[config.mk]
export PLATFORM = sky130hd
export DESIGN_NAME = vca_seq
export DESIGN_NICKNAME = d
export VERILOG_FILES = /design/src/sv/vca_pkg.sv /design/src/sv/vca_seq.sv
export SDC_FILE = /design/constraint.sdc
export NUM_CORES = 1
export LEC_CHECK = 0
export BUFFER_PORTS_ARGS = -buffer_cell sky130_fd_sc_hd__buf_2
export CAP_MARGIN = 20
export CELL_PAD_IN_SITES_DETAIL_PLACEMENT = 1
export CELL_PAD_IN_SITES_GLOBAL_PLACEMENT = 1
export CORE_UTILIZATION = 51
export CTS_BUF_LIST = sky130_fd_sc_hd__clkbuf_16
export CTS_CLUSTER_DIAMETER = 50
export CTS_CLUSTER_SIZE = 20
export DETAILED_ROUTE_END_ITERATION = 10
export PLACE_DENSITY_LB_ADDON = 0.1
export SYNTH_ARGS = -nofsm -noshare
export SYNTH_HDL_FRONTEND = slang
export SYNTH_SLANG_ARGS = --single-unit
[constraint.sdc]
create_clock -name clock -period 4.96 [get_ports clock]
set_input_delay 0.248 -clock clock [delete_from_list [all_inputs] [get_ports clock]]
set_output_delay 0.248 -clock clock [all_outputs]
set_load 0.05 [all_outputs]
[src/sv/vca_pkg.sv]
// ----------------------------------------------------------------------------
// vca_pkg
// Types and constants shared by the voice channel allocator modules.
// ----------------------------------------------------------------------------
package vca_pkg;

   localparam int SLOT_W  = 6;
   localparam int FIELD_W = 16;

   // request function codes
   localparam logic FUNC_ALLOC = 1'b0;
   localparam logic FUNC_WRITE = 1'b1;

   // entry mode and play state codes
   localparam logic [FIELD_W-1:0] MODE_STEAL   = 16'd1;
   localparam logic [FIELD_W-1:0] RUN_RELEASE  = 16'd1;
   localparam logic [FIELD_W-1:0] RUN_PLAY     = 16'd2;
   localparam logic [FIELD_W-1:0] RUN_RESERVED = 16'd3;

   typedef struct packed {
      logic               busy;
      logic [FIELD_W-1:0] mode;
      logic [FIELD_W-1:0] level;
      logic [FIELD_W-1:0] run;
      logic [FIELD_W-1:0] rank;
      logic [FIELD_W-1:0] sound;
      logic [FIELD_W-1:0] variant;
   } entry_type;

   // per-entry verdicts from the compare unit
   typedef struct packed {
      logic retrig;
      logic free;
      logic steal_now;
      logic grp1;
      logic grp2;
      logic grp3;
   } match_type;

   typedef struct packed {
      logic idle;
      logic done;
      logic found;
   } seq_status_type;

   typedef enum logic [1:0] {
      S_IDLE,
      S_RETRIG,
      S_FREE,
      S_STEAL
   } state_type;

endpackage

[src/sv/vca_seq.sv]
// ----------------------------------------------------------------------------
// vca_seq
// Scan sequencer: walks the cursor through the retrigger, free and steal
// passes, one entry a cycle, and tracks the best steal candidates.
// ----------------------------------------------------------------------------
module vca_seq #(
   parameter int NUM_CHANNELS = 48,
   parameter int IDX_W        = $clog2(NUM_CHANNELS)
) (
   input  logic                          clock,
   input  logic                          reset,
   input  logic                          start,
   input  logic                          start_retrig,
   input  vca_pkg::match_type            verdict,
   input  logic [vca_pkg::FIELD_W-1:0]   entry_level,
   output logic [IDX_W-1:0]              rd_addr,
   output logic [IDX_W-1:0]              done_chan,
   output vca_pkg::seq_status_type       status
);
   import vca_pkg::*;

   localparam logic [IDX_W-1:0] LAST_IDX = IDX_W'(NUM_CHANNELS - 1);

   state_type state_ff, state_in;
   logic [IDX_W-1:0] cursor_ff, cursor_in;
   logic [IDX_W-1:0] count_ff, count_in;

   logic [IDX_W-1:0]   cand1_ff, cand2_ff, cand3_ff;
   logic [IDX_W-1:0]   cand1_in, cand2_in, cand3_in;
   logic [FIELD_W-1:0] best1_ff, best2_ff, best3_ff;
   logic [FIELD_W-1:0] best1_in, best2_in, best3_in;
   logic               have1_ff, have2_ff, have3_ff;
   logic               have1_in, have2_in, have3_in;

   logic             last;
   logic             hit;
   logic             advance;
   logic [IDX_W-1:0] cursor_inc;
   logic             upd1, upd2, upd3;

   always_comb begin
      last       = count_ff == LAST_IDX;
      cursor_inc = (cursor_ff == LAST_IDX) ? '0 : cursor_ff + 1'b1;
      unique case (state_ff)
         S_RETRIG: hit = verdict.retrig;
         S_FREE:   hit = verdict.free;
         S_STEAL:  hit = verdict.steal_now;
         default:  hit = 1'b0;
      endcase
      upd1 = state_ff == S_STEAL && verdict.grp1 && (!have1_ff || entry_level < best1_ff);
      upd2 = state_ff == S_STEAL && verdict.grp2 && (!have2_ff || entry_level < best2_ff);
      upd3 = state_ff == S_STEAL && verdict.grp3 && (!have3_ff || entry_level < best3_ff);
   end

   // next state
   always_comb begin
      state_in = state_ff;
      unique case (state_ff)
         S_IDLE: begin
            if (start) begin
               state_in = start_retrig ? S_RETRIG : S_FREE;
            end
         end
         S_RETRIG: begin
            if (hit) state_in = S_IDLE;
            else if (last) state_in = S_FREE;
         end
         S_FREE: begin
            if (hit) state_in = S_IDLE;
            else if (last) state_in = S_STEAL;
         end
         S_STEAL: begin
            if (hit || last) state_in = S_IDLE;
         end
         default: state_in = S_IDLE;
      endcase
   end

   // outputs
   always_comb begin
      advance      = state_ff != S_IDLE && !hit;
      status.idle  = state_ff == S_IDLE;
      status.done  = 1'b0;
      status.found = 1'b0;
      done_chan    = '0;
      if (hit) begin
         status.done  = 1'b1;
         status.found = 1'b1;
         done_chan    = cursor_ff;
      end else if (state_ff == S_STEAL && last) begin
         status.done = 1'b1;
         // group order decides, current entry included
         if (upd1 || have1_ff) begin
            status.found = 1'b1;
            done_chan    = upd1 ? cursor_ff : cand1_ff;
         end else if (upd2 || have2_ff) begin
            status.found = 1'b1;
            done_chan    = upd2 ? cursor_ff : cand2_ff;
         end else if (upd3 || have3_ff) begin
            status.found = 1'b1;
            done_chan    = upd3 ? cursor_ff : cand3_ff;
         end
      end
      cursor_in = advance ? cursor_inc : cursor_ff;
      rd_addr   = cursor_in;
      count_in  = (state_ff == S_IDLE || hit || last) ? '0 : count_ff + 1'b1;
   end

   always_comb begin
      cand1_in = upd1 ? cursor_ff : cand1_ff;
      cand2_in = upd2 ? cursor_ff : cand2_ff;
      cand3_in = upd3 ? cursor_ff : cand3_ff;
      best1_in = upd1 ? entry_level : best1_ff;
      best2_in = upd2 ? entry_level : best2_ff;
      best3_in = upd3 ? entry_level : best3_ff;
      have1_in = start ? 1'b0 : (have1_ff || upd1);
      have2_in = start ? 1'b0 : (have2_ff || upd2);
      have3_in = start ? 1'b0 : (have3_ff || upd3);
   end

   always_ff @(posedge clock) begin
      if (reset) begin
         state_ff  <= S_IDLE;
         cursor_ff <= '0;
         count_ff  <= '0;
         have1_ff  <= 1'b0;
         have2_ff  <= 1'b0;
         have3_ff  <= 1'b0;
      end else begin
         state_ff  <= state_in;
         cursor_ff <= cursor_in;
         count_ff  <= count_in;
         have1_ff  <= have1_in;
         have2_ff  <= have2_in;
         have3_ff  <= have3_in;
      end
   end

   always_ff @(posedge clock) begin
      cand1_ff <= cand1_in;
      cand2_ff <= cand2_in;
      cand3_ff <= cand3_in;
      best1_ff <= best1_in;
      best2_ff <= best2_in;
      best3_ff <= best3_in;
   end

endmodule

==> summary.txt <==
Finish
  • Layout fillers: 985
  • Layout cells sized above 1: 17.5%
  • Fin area: 5230 µm²
  • # diodes: 0
  • NumNets Final: 560
  • Layout Cells excl Fill: 600
  • Final Util: 59.9%
  • Area grow syn2layout: 13.4%

Clocking
  • Clock Path Buffers: 2
  • TritonCTS clock tree: yes
  • Skew-Pair Late Insertion Delay: 0.34 ns
  • H-tree depth: 3
  • Hold buffers post-CTS: 0
  • Setup bufs post-CTS: 0
  • CTS Buf Count: 9
  • Post-CTS Resized: 0
  • Clock tree root buffer cell: clkbuf_16
  • CTS Sinks: 83
  • CTS clock-pin slew for the worst setup and hold paths: 0.07 ns

Global route
  • Vias in the first global route: 3661
  • GRT Residual Overflow: 0
  • Largest net degree at the start of global routing: 26
  • Initial antenna violation count: 0
  • First-pass GRT wire length: 18.7 mm
  • Tot GR Track Use: 25.4%

Synth
  • Yosys warning count: 0
  • Synth Cell Area: 4610 µm²
  • Yosys cell types: 56
  • Gate count of the mapped netlist: 450
  • Sequential area share after synthesis: 46.5%
  • Ys flop type: edfxtp_1
  • EDFF count, synth: 48
  • Avg Cell Area, Syn: 10.2 µm²
  • Synth async-reset ratio: 0%
  • Post-synthesis net count: 523
  • #FFs+latches synth: 83

Routing
  • DR pass1 iterations: 4
  • Wire per inst: 19.1 µm
  • Post-route DRC: 0
  • Final wirelength: 11.5 mm
  • Iter 0 DRT Violations: 151
  • Post-route ant nets: 0
  • Vias post-DR: 3546
  • Vias per cell: 5.91

STA
  • Max_slew headroom: 42.8%
  • Setup_tns: 0 ns
  • Unrepaired setup endpoints after global routing: no
  • Worst-Margin Slew: 0.855 ns
  • Final worst path period need: 3.40 ns
  • Final Max Slew Viols: 0
  • # setup viols final: 0
  • Clock skew: 0.00527 ns
  • Final worst path period share: 68.5%
  • Fin. Hold Viols: 0
  • Highest clock rate: 294 MHz

Placed design
  • IO Port Bufs: 40
  • Placed Cells incl. Taps: 584
  • Hpwl dp: 8.36 mm
  • DP Area: 4900 µm²
  • GPL Wtd Cong: 0.765

Hold path
  • Hold Path Cell Cnt: 2
  • Hold Path End: have3_ff
  • Hold Path Class: input port to flop
  • Worst Hold Launch: start

Setup path
  • Crit-path max FO: 5
  • Reg2Reg Setup Slack: 2.07 ns
  • Slowest CP cell: nor4_4
  • CP startpoint kind: flop
  • R2r startpoint: best3_ff[13]
  • R2r worst-path depth: 8
  • Critical Path AT: 3.15 ns
  • Crit path required time: 4.71 ns
  • Reg-to-reg endpoint: best3_ff[9]
  • Kind of critical path: flop to output port
  • Critical path's largest stage delay: 0.51 ns
  • CP Cell Sequence: inv_1 > ha_1 > nand4_1 > nor4_4 > nand3_1 > and4_1 > o21ai_0 > a221oi_1 > a211oi_1 > buf_2
  • CP endpoint kind: output port

Floorplan
  • Core area: 8720 µm²
  • Die Wd: 97.0 µm
  • Die area: 9420 µm²
  • Die height: 97.0 µm
  • Boundary Pins: 41
  • Row cnt: 34
  • Initial core utilization: 52.8%

Pwr
  • Total power: 1670 µW
  • Worst VDD drop: 0.210 mV
  • Pwr dens: 320 nW/µm²
  • LEAKAGE: 0.00214 µW

Run status
  • Outcome: finished clean

Flow run
  • Max-cap viol count: 0
==> worst max-delay path by stage <==
stage               startpoint            to  cells after the start
2_1_floorplan      best1_ff[7]  done_chan[0]                      9
3_3_place_gp   entry_level[15]  done_chan[2]                     10
3_5_place_dp    entry_level[7]  done_chan[3]                     10
4_1_cts            best1_ff[7]  done_chan[3]                     10
5_1_grt            count_ff[0]  done_chan[5]                      8
6_report          best3_ff[13]  done_chan[2]                     10
==> Yosys cell counts (7+ instances only) <==
library cell / instances / share of area [%]
a31oi_1: 8 / 1.1
ha_1: 47 / 13
edfxtp_1: 48 / 31
o21ai_0: 31 / 3.4
dfxtp_1: 35 / 15
clkbuf_1: 15 / 1.2
mux2_2: 15 / 3.7
a21oi_1: 23 / 2.5
nand2_1: 33 / 2.7
nand2b_1: 7 / 0.95
inv_1: 56 / 4.6
a211oi_1: 16 / 2.6
nand3_1: 9 / 0.98
nor2_1: 27 / 2.2
==> report_power, final <==
part	internal [µW]	switching, µW	total (µW)
Combinational	54.0	102	156
Clock	450	298	748
Sequential	749	17.0	766
Total	1250	417	1670
==> cell usage in the layout (no fill, tap or decap), types with 3 or more instances in the layout <==
cell	count
nand4_1	6
a221oi_1	4
a211oi_1	16
nand2_1	33
a211o_1	3
buf_4	3
edfxtp_1	48
xnor2_1	3
and2_1	4
o21a_1	3
xor2_1	3
clkbuf_16	9
a31oi_1	8
inv_1	56
nor2_1	27
dfxtp_1	35
ha_1	47
a311oi_1	4
o21ai_0	31
nor3_1	5
inv_6	5
nand2b_1	7
a21oi_1	23
nor2b_1	6
buf_2	40
mux2_2	15
o221ai_1	3
nand3_1	9
==> area by class of cell <==
cell class | instances | area, µm² | share of cell area [%]
clock buffer | 9 | 225 | 4.31
clock inverter | 7 | 104 | 1.99
inverter | 56 | 210 | 4.02
multi-input combinational | 294 | 2190 | 41.8
sequential | 83 | 2140 | 41.0
tap | 108 | 135 | 2.59
timing repair buffer | 43 | 223 | 4.26
==> registers in the layout (all words and copies together), names as in the netlist <==
| signal | cells |
|---|---|
| best3_ff | 16 |
| best1_ff | 16 |
| cursor_ff | 6 |
| have3_ff | 1 |
| cand3_ff | 6 |
| best2_ff | 16 |
| count_ff | 6 |
| have2_ff | 1 |
| cand1_ff | 6 |
| cand2_ff | 6 |
| have1_ff | 1 |
| state_ff | 2 |
==> logic make-up (layout without fill, tap and decap cells) <==
logic type,count (synthesis),in the layout,share of synthesized area [%]
mux,16,16,3.91
flops,83,83,46.5
fa+ha+maj,47,47,12.8
simple gates,112,112,12.6
buf+inv,73,115,6.06
compound gates,113,113,17.0
xor+xnor,6,6,1.14
==> metal layers <==
layer / track usage (%) / routed length (µm) / vias up
met5: 0 / 0 / -
met4: 8.27 / 212 / 0
met3: 3.18 / 284 / 17
met2: 46.6 / 5990 / 63
met1: 30.6 / 4990 / 1756
li1: - / - / 1710
==> critical path, delay by kind of cell, from the launching register on <==
family	cells	cell delay (ns)
buffers and inverters	2	0.35
AO/OA/AOI/OAI	3	0.56
AND/OR/NAND/NOR	4	1.28
flip-flops	1	0.33
adder cells (fa/ha/maj)	1	0.30
==> stage by stage <==
stage	setup WS, ns	hold WS, ns
floorplan	1.68	0.320
global placement	2.00	0.430
detailed placement	1.88	0.448
finish	1.56	0.159
global route	1.28	0.171
CTS	1.59	0.154
Note: power is estimated with default switching activity, not from simulation.
