<file path="src/sv/vca_pkg.sv">
// ----------------------------------------------------------------------------
// vca_pkg
// Types and constants shared by the voice channel allocator modules.
// ----------------------------------------------------------------------------
package vca_pkg;

   localparam int SLOT_W  = 6;
   localparam int FIELD_W = 16;

   // request function codes
   localparam logic FUNC_ALLOC = 1'b0;
   localparam logic FUNC_WRITE = 1'b1;

   // entry mode and play state codes
   localparam logic [FIELD_W-1:0] MODE_STEAL   = 16'd1;
   localparam logic [FIELD_W-1:0] RUN_RELEASE  = 16'd1;
   localparam logic [FIELD_W-1:0] RUN_PLAY     = 16'd2;
   localparam logic [FIELD_W-1:0] RUN_RESERVED = 16'd3;

   typedef struct packed {
      logic               busy;
      logic [FIELD_W-1:0] mode;
      logic [FIELD_W-1:0] level;
      logic [FIELD_W-1:0] run;
      logic [FIELD_W-1:0] rank;
      logic [FIELD_W-1:0] sound;
      logic [FIELD_W-1:0] variant;
   } entry_type;

   // per-entry verdicts from the compare unit
   typedef struct packed {
      logic retrig;
      logic free;
      logic steal_now;
      logic grp1;
      logic grp2;
      logic grp3;
   } match_type;

   typedef struct packed {
      logic idle;
      logic done;
      logic found;
   } seq_status_type;

   typedef enum logic [1:0] {
      S_IDLE,
      S_RETRIG,
      S_FREE,
      S_STEAL
   } state_type;

endpackage

</file>
<file path="src/sv/vca_match.sv">
// ----------------------------------------------------------------------------
// vca_match
// Shared compare unit: classifies one table entry against the request.
// ----------------------------------------------------------------------------
module vca_match (
   input  vca_pkg::entry_type                entry,
   input  logic [vca_pkg::FIELD_W-1:0]       sound_id,
   input  logic [vca_pkg::FIELD_W-1:0]       variant,
   input  logic [vca_pkg::FIELD_W-1:0]       request_rank,
   output vca_pkg::match_type                verdict
);
   import vca_pkg::*;

   logic is_steal_mode;
   logic is_play;
   logic is_release;
   logic rank_ok;

   always_comb begin
      is_steal_mode = entry.mode == MODE_STEAL;
      is_play       = entry.run == RUN_PLAY;
      is_release    = entry.run == RUN_RELEASE;
      rank_ok       = request_rank >= entry.rank;

      verdict.retrig    = is_play && entry.sound == sound_id && entry.variant == variant;
      verdict.free      = !entry.busy && entry.run != RUN_RESERVED;
      verdict.steal_now = is_steal_mode && is_release;
      verdict.grp1      = !is_steal_mode && is_release;
      verdict.grp2      = is_steal_mode && is_play && rank_ok;
      verdict.grp3      = !is_steal_mode && is_play && rank_ok;
   end

endmodule

</file>
<file path="config.mk">
export PLATFORM = sky130hd
export DESIGN_NAME = vca_match
export DESIGN_NICKNAME = d
export VERILOG_FILES = /design/src/sv/vca_pkg.sv /design/src/sv/vca_match.sv
export SDC_FILE = /design/constraint.sdc
export NUM_CORES = 1
export LEC_CHECK = 0
export BUFFER_PORTS_ARGS = -buffer_cell sky130_fd_sc_hd__buf_2
export CAP_MARGIN = 15
export CORE_MARGIN = 10
export CORE_UTILIZATION = 31
export DETAILED_ROUTE_END_ITERATION = 10
export GPL_TIMING_DRIVEN = 0
export PLACE_DENSITY = 0.91
export SKIP_LAST_GASP = 1
export SYNTH_ARGS = -nofsm -noshare
export SYNTH_HDL_FRONTEND = slang
export SYNTH_SLANG_ARGS = --single-unit
</file>
<file path="constraint.sdc">
create_clock -name vclk -period 3.9
set_input_delay 0.39 -clock vclk [all_inputs]
set_output_delay 0.39 -clock vclk [all_outputs]
set_load 0.05 [all_outputs]
</file>
==> results of run 1 <==
[per-stage QoR]
| stage | util, % | area (µm²) | cells | total power (W) | hold slack, ps |
|---|---|---|---|---|---|
| after CTS | 58.0 | 1570 | 282 | 0.000145 | 1090 |
| final | 58.0 | 1570 | 282 | 0.000143 | 1090 |
| after global routing | 58.0 | 1570 | 282 | 0.000162 | 1100 |
| after global placement | 58.0 | 1570 | 282 | 0.000139 | 1100 |
| after floorplan | - | 857 | 116 | 0.0000641 | 954 |
| after detailed placement | 58.0 | 1570 | 282 | 0.000145 | 1090 |
[worst paths after layout]
check / startpoint / endpoint / slack, ps / cells after the start
worst min-delay path: entry[96] / verdict[4] / 1090 / 3
worst max-delay path: entry[45] / verdict[1] / 1260 / 9
[cell families (layout without fill, tap and decap cells)]
kind of cell / after synthesis / in the layout / synth area share, %
xor gates and xnor gates: 32 / 32 / 32.7
adders and majority gates: 16 / 16 / 23.4
and+or+nand+nor: 36 / 36 / 25.1
buffers and inverters: 19 / 154 / 8.32
AOI/OAI and AO/OA: 13 / 13 / 10.5
[critical path: cells and delay by family]
kind                       cells  cell delay [ps]
buffers and inverters          3              360
AOI/OAI and AO/OA              2              400
and+or+nand+nor                3              800
adders and majority gates      1              290
[Yosys cell counts, types with 2 or more instances]
master    n  share of area (%)
a21oi_1   5                2.9
and3_1    3                2.2
o21a_1    2                1.8
nor2_1    2               0.88
nor3_1    2                1.2
inv_1    19                8.3
nand4_1  12                8.8
nand2_1   4                1.8
ha_1     16                 23
nor4_1    8                5.8
xnor2_1  32                 33
[routing by layer]
metal / vias up / routed length, µm
met4: 0 / 40
met3: 4 / 569
met2: 74 / 2340
met5: - / 0
li1: 689 / -
met1: 567 / 1280
[power groups by stage]
stage | clock network [W] | registers, W | logic, W
floorplan | 0 | 0 | 0.0000641
global placement | 0 | 0 | 0.000139
detailed placement | 0 | 0 | 0.000145
CTS | 0 | 0 | 0.000145
global route | 0 | 0 | 0.000162
finish | 0 | 0 | 0.000143
[layout make-up]
cell class                      instances  area (µm²)  area share [%]
Multi-Input combinational cell         97         786            50.0
Inverter                               19        71.3            4.54
Timing Repair Buffer                  135         676            43.0
Tap cell                               31        38.8            2.47
==> results_dict.tcl, run 1 <==
set metrics [dict create \
    run_status "complete, no violations" \
    required_ps 3510 \
    viasPerCell 4.73 \
    place.gp.congestion 0.826 \
    dp_hpwl_um 4200 \
    maxCapViolations 0 \
    setup_tns_ps 0 \
    antenna_found_initial 0 \
    cpPeakStageDelay_ps 530 \
    num_vias 1334 \
    post_drt_wl_per_cell_um 15.0 \
    drc 0 \
    grt_pass1_wl_um 6520 \
    rows 19 \
    fp.coreArea_um2 2710 \
    seqCellArea_um2 0 \
    cts_hold_buf 0 \
    path_max_fanout 2 \
    cts_resized 0 \
    leakagePower_nw 0.915 \
    antenna_cells 0 \
    syn-num-nets 277 \
    first_iter_violations 20 \
    drive_above_1_share_pct 54.2 \
    post-cts-setup-buffers 0 \
    clkPwrFrac_pct 0 \
    initial_core_util_pct 31.6 \
    combPwrFrac_pct 100.0 \
    synth_area_per_cell_um2 7.39 \
    yosysSeqAreaShare_pct 0 \
    grt_util_met2_pct 31.3 \
    path_cells "buf_2 > inv_1 > ha_1 > nand4_1 > or4_1 > o32ai_1 > a211o_1 > and3_1 > buf_2" \
    switching_share_pct 39.0 \
    overflow 0 \
    finalCritPeriodShare_pct 67.6 \
    grt_util_met1_pct 11.5 \
    finalMaxSlewViolations 0 \
    worstMarginPinSlew_ps 387 \
    die_height_um 72.6 \
    setup_slack_ps 1260 \
    crit_type "input pin to primary output" \
    die_area_um2 5270 \
    yosys.cell_types.count 22 \
    synthCells 116 \
    met3_usage_pct 7.89 \
    seq_cells 0 \
    end_kind "primary output" \
    max_freq_ghz 0.379 \
    area_growth_pct 83.4 \
    seq_power_share_pct 0 \
    worstPathArrival_ps 2250 \
    slew_headroom_pct 73.5 \
    ant_nets 0 \
    fillerInstances 254 \
    power.switching_w 0.0000558 \
    place.port_buffers 135 \
    drtPass1Iterations 3 \
    die_x_um 72.6 \
    peakVddDrop_mv 0.0669 \
    setup_viol 0 \
    io_pins 151 \
    ys_warn_count 0 \
    rsz0062_at_grt "no" \
    final_common_cell "buf_2" \
    final_cell_mix "buf_2, xnor2_1, inv_1, ha_1, nand4_1" \
    crit_top_cell "buf_2" \
    grt_usage_pct 14.8 \
    synth_area_um2 857 \
    grt_pass1_vias 1521 \
    busiest_layer "met2" \
    hp-class "input pin to primary output" \
    place_ws_ps 1270 \
    finalHoldViolations 0 \
    clkbuf_count 0 \
    nets 414 \
    p_int_w 0.0000870 \
    period_needed_ps 2640 \
    slowest_stage "or4_1" \
    grt_max_degree 5 \
    startpoint_type "input pin" \
    powerDensity_nw_per_um2 90.9 \
    drt_wl_total_um 4230 \
]
No activity file was read; power rests on OpenSTA's default activity.
==> run 2, diff against run 1 <==
- CORE_UTILIZATION: 31 -> 28
- PLACE_DENSITY: 0.91 -> 0.84
- clock period: 3.9 -> 2.45 ns (I/O delays scaled with it)
==> run 2 against run 1 <==
Net effect:
- critical endpoint unchanged
- final cell count increased by 0.71%
- largest power group unchanged
- non-clock buffer count stayed put
- critical path depth stayed put
- setup slack got worse by 1100 ps
- largest cell class unchanged
==> results_dict.tcl, run 2 (synthesized netlist as in run 1, its figures left out) <==
set metrics [dict create \
    run_status "complete, no violations" \
    slew_headroom_pct 73.2 \
    grt_pass1_wl_um 5880 \
    setup_tns_ps 0 \
    rsz0062_at_grt "no" \
    cpPeakStageDelay_ps 540 \
    finalCritPeriodShare_pct 94.7 \
    cts_hold_buf 0 \
    crit_type "input pin to primary output" \
    area_growth_pct 83.9 \
    grt_max_degree 5 \
    power.switching_w 0.0000870 \
    drtPass1Iterations 3 \
    final_common_cell "buf_2" \
    seq_cells 0 \
    switching_share_pct 38.6 \
    worstMarginPinSlew_ps 392 \
    die_area_um2 5670 \
    finalHoldViolations 0 \
    antenna_cells 0 \
    holdWs_ps 801 \
    max_freq_ghz 0.431 \
    initial_core_util_pct 28.5 \
    crit_top_cell "buf_2" \
    place.port_buffers 135 \
    hp-class "input pin to primary output" \
    drive_above_1_share_pct 54.2 \
    slowest_stage "or4_1" \
    io_pins 151 \
    ant_nets 0 \
    finalMaxSlewViolations 0 \
    clkbuf_count 0 \
    required_ps 2200 \
    p_int_w 0.000138 \
    viasPerCell 4.65 \
    final_cell_mix "buf_2, xnor2_1, inv_1, ha_1, nand4_1" \
    path_cells "buf_2 > inv_1 > ha_1 > nand4_1 > or4_1 > o32ai_1 > a211o_1 > and3_1 > buf_2" \
    period_needed_ps 2320 \
    startpoint_type "input pin" \
    setup_viol 0 \
    num_vias 1320 \
    die_x_um 75.3 \
    end_kind "primary output" \
    post_drt_wl_per_cell_um 13.7 \
    die_height_um 75.3 \
    fp.coreArea_um2 3000 \
    seq_power_share_pct 0 \
    drt_wl_total_um 3900 \
    peakVddDrop_mv 0.0800 \
    multi_input_area_um2 786 \
    clkPwrFrac_pct 0 \
    drc 0 \
    first_iter_violations 21 \
    grt_pass1_vias 1533 \
    grt_usage_pct 12.7 \
    rows 20 \
    antenna_found_initial 0 \
    seqCellArea_um2 0 \
    leakagePower_nw 0.915 \
    overflow 0 \
    combPwrFrac_pct 100.0 \
    dp_hpwl_um 3930 \
    fillerInstances 279 \
    place.gp.congestion 0.799 \
    powerDensity_nw_per_um2 143 \
    worstPathArrival_ps 2080 \
    maxCapViolations 0 \
    nets 414 \
    path_max_fanout 2 \
]
## run 2: path summary, 6_finish.rpt
| kind | endpoint | startpoint | cells past startpoint |
|---|---|---|---|
| worst min-delay path | verdict[4] | entry[96] | 3 |
| worst max-delay path | verdict[1] | entry[45] | 9 |
## run 2: worst max-delay path: cells and delay by family
| family | cells | cell delay, ps |
|---|---|---|
| simple gates | 3 | 800 |
| fa+ha+maj | 1 | 280 |
| buf+inv | 3 | 370 |
| compound gates | 2 | 380 |
## run 2: repair_timing
item,in CTS,in global routing
gates resized for setup,0,1
setup endpoints to repair,0,1
buffers inserted,0,0
## run 2: layer usage
layer | global-route usage [%] | wire, µm | vias up
li1 | - | - | 691
met1 | 10.2 | 1230 | 551
met2 | 26.2 | 2030 | 76
met3 | 7.81 | 622 | 2
met4 | 0.825 | 21 | 0
met5 | 0 | 0 | -
## run 2: cell type report
| type | instances | area share [%] |
|---|---|---|
| inverter | 19 | 4.52 |
| multi-input combinational | 97 | 49.8 |
| tap | 33 | 2.62 |
| timing repair buffer | 135 | 43.0 |
## run 2: power groups by stage
stage / combinational [W] / sequential [W] / clock, W
2_1_floorplan: 0.000102 / 0 / 0
3_3_place_gp: 0.000221 / 0 / 0
3_5_place_dp: 0.000229 / 0 / 0
4_1_cts: 0.000230 / 0 / 0
5_1_grt: 0.000255 / 0 / 0
6_report: 0.000225 / 0 / 0
## run 2: stage by stage
step	instances	cell area, µm²	setup slack, ps	util (%)	power [W]
floorplan	116	857	250	-	0.000102
global placement	284	1570	98.8	52.4	0.000221
detailed placement	284	1570	78.9	52.4	0.000229
CTS	284	1570	74.8	52.4	0.000230
global route	284	1580	14.4	52.5	0.000255
finish	284	1580	129	52.5	0.000225
==> run 3, diff against run 2 <==
- MAX_ROUTING_LAYER: unset -> met4
==> run 3 against run 2 <==
Net effect:
- critical path type unchanged
- final cell count is the same
- via count is the same
- worst hold slack is the same
- count of clock-buffer cells in the layout is the same
- highest routed layer unchanged
- power is essentially flat
- critical path depth is the same
==> results_dict.tcl, run 3 (synthesized netlist as in run 1, its figures left out) <==
set metrics [dict create \
    run_status "complete, no violations" \
    met3_usage_pct 4.43 \
    grt_max_degree 5 \
    final_common_cell "buf_2" \
    end_kind "primary output" \
    finalMaxSlewViolations 0 \
    num_vias 1320 \
    viasPerCell 4.65 \
    slew_headroom_pct 73.2 \
    fin_total_pwr_w 0.000225 \
    nets 414 \
    crit_type "input pin to primary output" \
    powerDensity_nw_per_um2 143 \
    grt_pass1_vias 1533 \
    path_max_fanout 2 \
    maxCapViolations 0 \
    initial_core_util_pct 28.5 \
    drtPass1Iterations 3 \
    final_cell_mix "buf_2, xnor2_1, inv_1, ha_1, nand4_1" \
    leakagePower_nw 0.915 \
    place.port_buffers 135 \
    drive_above_1_share_pct 54.2 \
    area_growth_pct 83.9 \
    setup_tns_ps 0 \
    grt_util_met2_pct 26.2 \
    peakVddDrop_mv 0.0802 \
    setup_viol 0 \
    overflow 0 \
    hp-class "input pin to primary output" \
    fin_util_pct 52.5 \
    crit_family "simple AND/OR/NAND/NOR gates" \
    seqCellArea_um2 0 \
    seq_cells 0 \
    antenna_cells 0 \
    required_ps 2200 \
    clkbuf_count 0 \
    dp_hpwl_um 3930 \
    grt_usage_pct 13.1 \
    place_ws_ps 78.9 \
    fp.coreArea_um2 3000 \
    grt_util_met1_pct 12.1 \
    cpPeakStageDelay_ps 540 \
    max_freq_ghz 0.431 \
    busiest_layer "met2" \
    post_drt_wl_per_cell_um 13.7 \
    die_height_um 75.3 \
    ant_nets 0 \
    path_cells "buf_2 > inv_1 > ha_1 > nand4_1 > or4_1 > o32ai_1 > a211o_1 > and3_1 > buf_2" \
    worstMarginPinSlew_ps 392 \
    setup_slack_ps 129 \
    place.gp.congestion 0.811 \
    crit_top_cell "buf_2" \
    holdWs_ps 801 \
    first_iter_violations 21 \
    startpoint_type "input pin" \
    finalHoldViolations 0 \
    drc 0 \
    drt_wl_total_um 3900 \
    rows 20 \
    worstPathArrival_ps 2080 \
    grt_pass1_wl_um 5880 \
    die_x_um 75.3 \
    post-cts-setup-buffers 0 \
    io_pins 151 \
    slowest_stage "or4_1" \
    period_needed_ps 2320 \
    cp.buffers_inverters 3 \
    die_area_um2 5670 \
    rsz0062_at_grt "no" \
    finalCritPeriodShare_pct 94.7 \
    antenna_found_initial 0 \
]
## run 3: cell counts in the layout (fill, tap and decap cells not counted)
Identical to the previous run, type by type.
## run 3: layer usage
metal | part of all wire [%] | vias up
met5 | 0 | -
met1 | 37 | 551
met3 | 11 | 2
met2 | 52 | 76
met4 | 0.54 | 0
li1 | - | 691
## run 3: per-stage QoR
| step | instances | area, µm² |
|---|---|---|
| finish | 284 | 1580 |
| global route | 284 | 1580 |
| CTS | 284 | 1570 |
| detailed placement | 284 | 1570 |
| global placement | 284 | 1570 |
| floorplan | 116 | 857 |
## run 3: layout make-up
| cell class | count | area [µm²] |
|---|---|---|
| well taps | 33 | 41.3 |
| multi-input cells | 97 | 786 |
| inverters | 19 | 71.3 |
| repair buffers | 135 | 678 |
| fillers | 279 | 1430 |
## run 3: tightest hold or removal path, delay by kind of cell
family / cells / cell delay [ps]
AOI/OAI and AO/OA: 1 / 30
buffers and inverters: 2 / 280
## run 3: report_power, final
| part | leakage [nW] | switching (W) | internal [W] | total (W) |
|---|---|---|---|---|
| clock | 0 | 0 | 0 | 0 |
| sequential | 0 | 0 | 0 | 0 |
| combinational | 0.915 | 0.0000870 | 0.000138 | 0.000225 |
| total | 0.915 | 0.0000870 | 0.000138 | 0.000225 |
## run 3: what timing repair did
action,in CTS,in global routing
endpoints found under the setup margin,0,1
gates resized for setup,0,1
hold buffers,0,0
## run 3: path summary, 6_finish.rpt
path                  slack, ps  cells after the start         end       from
worst min-delay path        800                      3  verdict[4]  entry[96]
worst max-delay path        130                      9  verdict[1]  entry[45]
